File: config.mk
export PLATFORM = sky130hd
export DESIGN_NAME = ttlc_cell
export DESIGN_NICKNAME = d
export VERILOG_FILES = /design/src/rtl/ttl_cache_min_ttl_replace_defines.svh /design/src/rtl/ttlc_pkg.sv /design/src/rtl/ttlc_cell.sv
export SDC_FILE = /design/constraint.sdc
export NUM_CORES = 1
export LEC_CHECK = 0
export BUFFER_PORTS_ARGS = -buffer_cell sky130_fd_sc_hd__clkbuf_2
export CAP_MARGIN = 20
export CORE_AREA = 2 2 227 229
export CTS_CLUSTER_DIAMETER = 120
export DETAILED_ROUTE_END_ITERATION = 7
export DIE_AREA = 0 0 229 231
export PLACE_DENSITY = 0.57
export SYNTH_ARGS = -nofsm -noshare
export SYNTH_HDL_FRONTEND = slang
export SYNTH_SLANG_ARGS = --single-unit
File: constraint.sdc
create_clock -name clock -period 4.5 [get_ports clock]
set_clock_uncertainty 0.2 [all_clocks]
set_input_delay 0.675 -clock clock [delete_from_list [all_inputs] [get_ports clock]]
set_output_delay 0.675 -clock clock [all_outputs]
set_load 0.005 [all_outputs]
File: src/rtl/ttl_cache_min_ttl_replace_defines.svh
// Assertion macros for the lifetime-aged answer cache.
`ifndef TTL_CACHE_MIN_TTL_REPLACE_DEFINES_SVH
`define TTL_CACHE_MIN_TTL_REPLACE_DEFINES_SVH

`ifndef SYNTHESIS
`define TTLC_ASSERT_IMPLY(label, clk, rst, cond, prop, msg) \
   label: assert property (@(posedge clk) disable iff (rst) (cond) |-> (prop)) \
      else $error(msg);
`define TTLC_ASSERT_NEXT(label, clk, rst, cond, prop, msg) \
   label: assert property (@(posedge clk) disable iff (rst) (cond) |=> (prop)) \
      else $error(msg);
`else
`define TTLC_ASSERT_IMPLY(label, clk, rst, cond, prop, msg)
`define TTLC_ASSERT_NEXT(label, clk, rst, cond, prop, msg)
`endif

`endif

File: src/rtl/ttlc_pkg.sv
// Types, constants and helpers shared by the answer cache modules.
`default_nettype none

package ttlc_pkg;

   localparam int TABLE_ENTRIES = 16;
   localparam int KEY_BITS      = 48;
   localparam int IDX_BITS      = (TABLE_ENTRIES > 1) ? $clog2(TABLE_ENTRIES) : 1;

   localparam logic KIND_INSERT = 1'b0;
   localparam logic KIND_LOOKUP = 1'b1;

   typedef logic [KEY_BITS-1:0] key_type;
   typedef logic [IDX_BITS-1:0] idx_type;

   typedef struct packed {
      logic        kind;
      logic [31:0] elapsed_seconds;
      logic [47:0] name_key;
      logic [30:0] entry_ttl;
      logic [15:0] entry_handle;
   } req_type;

   typedef struct packed {
      logic        hit;
      logic [15:0] found_handle;
      logic [30:0] found_ttl;
      logic        evicted;
      logic [47:0] evicted_key;
      logic [15:0] evicted_handle;
      logic [3:0]  slot_used;
   } rsp_type;

   // Search record that walks the cell chain, one cell per cycle.
   typedef struct packed {
      logic        kind;
      logic [31:0] delta;
      key_type     key;
      logic        empty_found;
      idx_type     empty_idx;
      logic        min_ok;
      idx_type     min_idx;
      logic [30:0] min_life;
      key_type     min_key;
      logic [15:0] min_handle;
      logic        hit;
      idx_type     hit_idx;
      logic [30:0] hit_life;
      logic [15:0] hit_handle;
   } scan_type;

   // Slot write broadcast to every cell.
   typedef struct packed {
      logic        en;
      idx_type     idx;
      key_type     key;
      logic [30:0] life;
      logic [15:0] handle;
   } wr_type;

   function automatic key_type key_from_port(input logic [47:0] k);
      logic [63:0] w;
      w = 64'(k);
      return w[KEY_BITS-1:0];
   endfunction

   function automatic logic [47:0] key_to_port(input key_type k);
      logic [63:0] w;
      w = 64'(k);
      return w[47:0];
   endfunction

   function automatic logic [3:0] slot_field(input idx_type i);
      logic [31:0] w;
      w = 32'(i);
      return w[3:0];
   endfunction

endpackage

`default_nettype wire

File: src/rtl/ttlc_cell.sv
// One table slot: holds its entry, ages it and updates the passing search record.
`default_nettype none

module ttlc_cell
   import ttlc_pkg::*;
(
   input  wire logic     clock,
   input  wire logic     reset,
   input  wire idx_type  idx,
   input  wire logic     tok_valid_in,
   input  wire scan_type tok_in,
   input  wire wr_type   wr,
   output logic          tok_valid_ff,
   output scan_type      tok_ff
);

   logic        valid_ff;
   key_type     key_ff;
   logic [30:0] life_ff;
   logic [15:0] handle_ff;

   logic [30:0] aged;
   scan_type    tok_in_next;

   always_comb begin
      if ({1'b0, life_ff} <= tok_in.delta) begin
         aged = 31'd0;
      end else begin
         aged = life_ff - tok_in.delta[30:0];
      end

      tok_in_next = tok_in;
      if (valid_ff) begin
         if (tok_in.kind == KIND_INSERT) begin
            // strict compare keeps the lowest index among equal lifetimes
            if (!tok_in.min_ok || (aged < tok_in.min_life)) begin
               tok_in_next.min_ok     = 1'b1;
               tok_in_next.min_idx    = idx;
               tok_in_next.min_life   = aged;
               tok_in_next.min_key    = key_ff;
               tok_in_next.min_handle = handle_ff;
            end
         end else if (!tok_in.hit && (key_ff == tok_in.key)) begin
            tok_in_next.hit        = 1'b1;
            tok_in_next.hit_idx    = idx;
            tok_in_next.hit_life   = aged;
            tok_in_next.hit_handle = handle_ff;
         end
      end else if (!tok_in.empty_found) begin
         tok_in_next.empty_found = 1'b1;
         tok_in_next.empty_idx   = idx;
      end
   end

   always_ff @(posedge clock) begin
      tok_ff <= tok_in_next;
      if (reset) begin
         tok_valid_ff <= 1'b0;
         valid_ff     <= 1'b0;
      end else begin
         tok_valid_ff <= tok_valid_in;
         if (wr.en && (wr.idx == idx)) begin
            valid_ff <= 1'b1;
         end
      end
      if (tok_valid_in && valid_ff) begin
         life_ff <= aged;
      end
      if (wr.en && (wr.idx == idx)) begin
         key_ff    <= wr.key;
         life_ff   <= wr.life;
         handle_ff <= wr.handle;
      end
   end

endmodule

`default_nettype wire

==> impl_metrics.env <==
export IMPL_cap_violations=0
export IMPL_ys_ff_latch=335
export IMPL_drive_above_1_share_pct=58.4
export IMPL_initial_core_util_pct=26.8
export IMPL_viasPerCell=4.42
export IMPL_cts_buffers=39
export IMPL_clkTransAtPathRegs_ns=0.06
export IMPL_end_kind="flip-flop"
export IMPL_core_area_sq_mm=0.0507
export IMPL_drtPass1Iterations=5
export IMPL_syn_avg_cell_area_sq_um=12.5
export IMPL_antenna_found_initial=21
export IMPL_cts_sinks=335
export IMPL_synth_area_top_cells="dfxtp_1 35%, edfxtp_1 21%, ha_1 5.6%"
export IMPL_critPathSlowestCell="edfxtp_1"
export IMPL_path_delay_family="compound AO/OA/AOI/OAI gates"
export IMPL_slew_headroom_pct=35.0
export IMPL_grt_usage_pct=18.9
export IMPL_timing_final_ws_setup_ns=-0.313
export IMPL_setup_tns_ns=-25.27
export IMPL_timing_hold_ws_ns=0.0464
export IMPL_utilization_pct=42.2
export IMPL_synthCells=1091
export IMPL_synth_edf_count=95
export IMPL_cp_startpoint="life_ff[5]"
export IMPL_crit_end="tok_ff[136]"
export IMPL_yosys_area_top_type="dfxtp_1"
export IMPL_postRouteWirelength_mm=52.5
export IMPL_r2r_end="tok_ff[136]"
export IMPL_die_area_sq_mm=0.0529
export IMPL_yosysMostFrequentCell="dfxtp_1"
export IMPL_root_buffer="clkbuf_16"
export IMPL_drc=0
export IMPL_cp_max_fo=7
export IMPL_hold_viol_final=0
export IMPL_r2r_start="life_ff[5]"
export IMPL_grt_setup_unrepaired="yes"
export IMPL_cp_arrival_ns=5.04
export IMPL_grt_max_degree=105
export IMPL_p_leak_nw=10.3
export IMPL_clock_latency_ns=0.55
export IMPL_placementRows=83
export IMPL_routedWlPerCell_microns=20.0
export IMPL_place_detailed_hpwl_mm=40.8
export IMPL_worstPathRequired_ns=4.73
export IMPL_worstHoldPathType="in2reg"
export IMPL_ff2ff_setup_slack_ns=-0.31
export IMPL_synth_common_cells="240 x dfxtp_1, 95 x edfxtp_1, 83 x inv_1"
export IMPL_ant_nets=0
export IMPL_synthArstFlopShare_pct=0
export IMPL_pin_count=584
export IMPL_syn_area_sq_mm=0.0136
export IMPL_violations="setup timing"
export IMPL_area_delta_synth_final_pct=57.0
export IMPL_die_w_microns=229
export IMPL_portBuffers=583
export IMPL_synthFlopType="dfxtp_1"
export IMPL_synth_top_cell_area_share_pct=35.3
export IMPL_post_route_min_period_ns=4.81
export IMPL_slew_viol_final=0
export IMPL_path_class="reg2reg"
export IMPL_grt_pass1_wl_mm=74.6
export IMPL_cts_tree="built"
export IMPL_ys_seq_area_share_pct=56.3
export IMPL_setup_viol=99
export IMPL_worstSetupPathDepth=23
export IMPL_timing_critical_path_cells="ha_4 -> and4_4 -> a21boi_4 -> o211ai_1 -> a21oi_2 -> o21ai_4 -> buf_6 -> buf_12 -> buf_4 -> buf_12 -> nor2_2 -> ha_1 -> a21o_1 -> a21oi_2 -> a2bb2oi_2 -> a21oi_1 -> o21bai_1 -> buf_4 -> o2111ai_4 -> buf_6 -> inv_8 -> clkbuf_16 -> mux2_4"
export IMPL_cp_num_buf_inv=8
export IMPL_drt_initial_drc_count=432
export IMPL_worst_pin_slew_ns=0.972
export IMPL_via_count=11600
export IMPL_grt_overflow=0
export IMPL_p_per_area_mw_per_mm2=361
export IMPL_status="finished, violations left"
export IMPL_worst_r2r_path_depth=23
export IMPL_grt_pass1_vias=12500
export IMPL_clockBufferDepth=3
export IMPL_yosysUniqueCellTypes=74
export IMPL_nets=2306
export IMPL_routabilityCongestion=0.874
export IMPL_yosysWarnings=0
export IMPL_max_stage_delay_ns=0.41
export IMPL_startpoint_type="flip-flop"
export IMPL_post_route_period_util_pct=107
export IMPL_ir_drop_mv=0.333
export IMPL_max_freq_mhz=208
export IMPL_die_h_microns=231
export IMPL_synth_fp_nets=1498
export IMPL_cts_max_level=2
[placed cells by master (no fill, tap or decap), drive strengths merged, types with 13 or more instances in the layout]
cell / n
xor2: 36
o31ai: 18
edfxtp: 95
inv: 88
o21ai: 31
ha: 61
nand2: 66
nor2: 49
buf: 208
dfxtp: 240
xnor2: 33
a21oi: 37
nand4: 13
clkbuf: 642
mux2: 148
[where the power goes]
part           total (mW)  switching (mW)  internal [mW]
Sequential           3.31          0.0544           3.26
Combinational        1.12           0.510          0.609
Clock                3.27            1.33           1.94
[worst register-to-register path: stages, from the launching register on]
cell       delay [ns]
edfxtp_1         0.41
ha_4             0.31
and4_4           0.23
a21boi_4         0.22
o211ai_1         0.17
a21oi_2          0.28
o21ai_4          0.10
buf_6            0.14
buf_12           0.14
buf_4            0.15
buf_12           0.12
nor2_2           0.17
ha_1             0.28
a21o_1           0.17
a21oi_2          0.15
a2bb2oi_2        0.16
a21oi_1          0.08
o21bai_1         0.15
buf_4            0.15
o2111ai_4        0.18
buf_6            0.21
inv_8            0.07
clkbuf_16        0.17
mux2_4           0.30
[per-layer routing]
metal	vias up	wire length (microns)	GRT usage, %	share of wire (%)
met5	-	27	0	0.051
met4	4	1830	7.63	3.5
met3	108	3500	5.55	6.7
met2	418	27500	35.0	52
met1	5535	19600	19.9	37
li1	5501	-	-	-
[logic make-up after synthesis]
family / count (synthesis) / share of synthesized area [%]
adder cells (fa/ha/maj): 62 / 5.76
XOR/XNOR: 69 / 4.44
AO/OA/AOI/OAI: 162 / 8.24
buffers and inverters: 115 / 4.14
flip-flops: 335 / 56.3
multiplexers: 153 / 13.8
AND/OR/NAND/NOR: 195 / 7.32
[per-stage QoR]
stage / worst slack [ns] / total power, mW / instance area, sq um / std cells
6_report: -0.313 / 7.70 / 21400 / 2618
5_1_grt: -0.572 / 8.01 / 21400 / 2618
4_1_cts: -0.340 / 7.75 / 20800 / 2599
3_5_place_dp: -1.07 / 4.36 / 18700 / 2495
3_3_place_gp: -1.07 / 4.35 / 18700 / 2495
2_1_floorplan: -0.00520 / 3.77 / 13700 / 1091
[flip-flops by register name, summed over array words and instances, names as in the netlist]
signal / count
life_ff: 31
tok_ff: 238
handle_ff: 16
key_ff: 48
tok_valid_ff: 1
valid_ff: 1
[worst min-delay path by stage]
stage | start | to | slack [ns] | cells after the start
after floorplan | valid_ff | tok_ff[156] | 0.22 | 1
after global placement | valid_ff | tok_ff[156] | 0.23 | 1
after detailed placement | valid_ff | tok_ff[156] | 0.25 | 1
after CTS | tok_in[212] | tok_ff[212] | 0.0006 | 1
after global routing | tok_in[183] | tok_ff[183] | 0.02 | 1
final | tok_in[231] | tok_ff[231] | 0.05 | 1
[layout make-up]
class,count,area (sq um)
fillers,4950,29300
flip-flops and latches,335,7660
multi-input cells,641,6280
repair buffers,798,4900
clock buffers,53,1160
well taps,680,851
inverters,84,323
clock inverters,19,173
diodes,8,20.0
[what timing repair did]
action                                  in CTS  in global routing
endpoints found under the hold margin        1                  0
gates resized for setup                    124                 87
setup buffers                               30                 10
cloned                                       3                  6
endpoints found under the setup margin      99                 99
hold buffers                                 1                  0
pin swaps                                   25                 39
(Power assumes the default switching activity.)
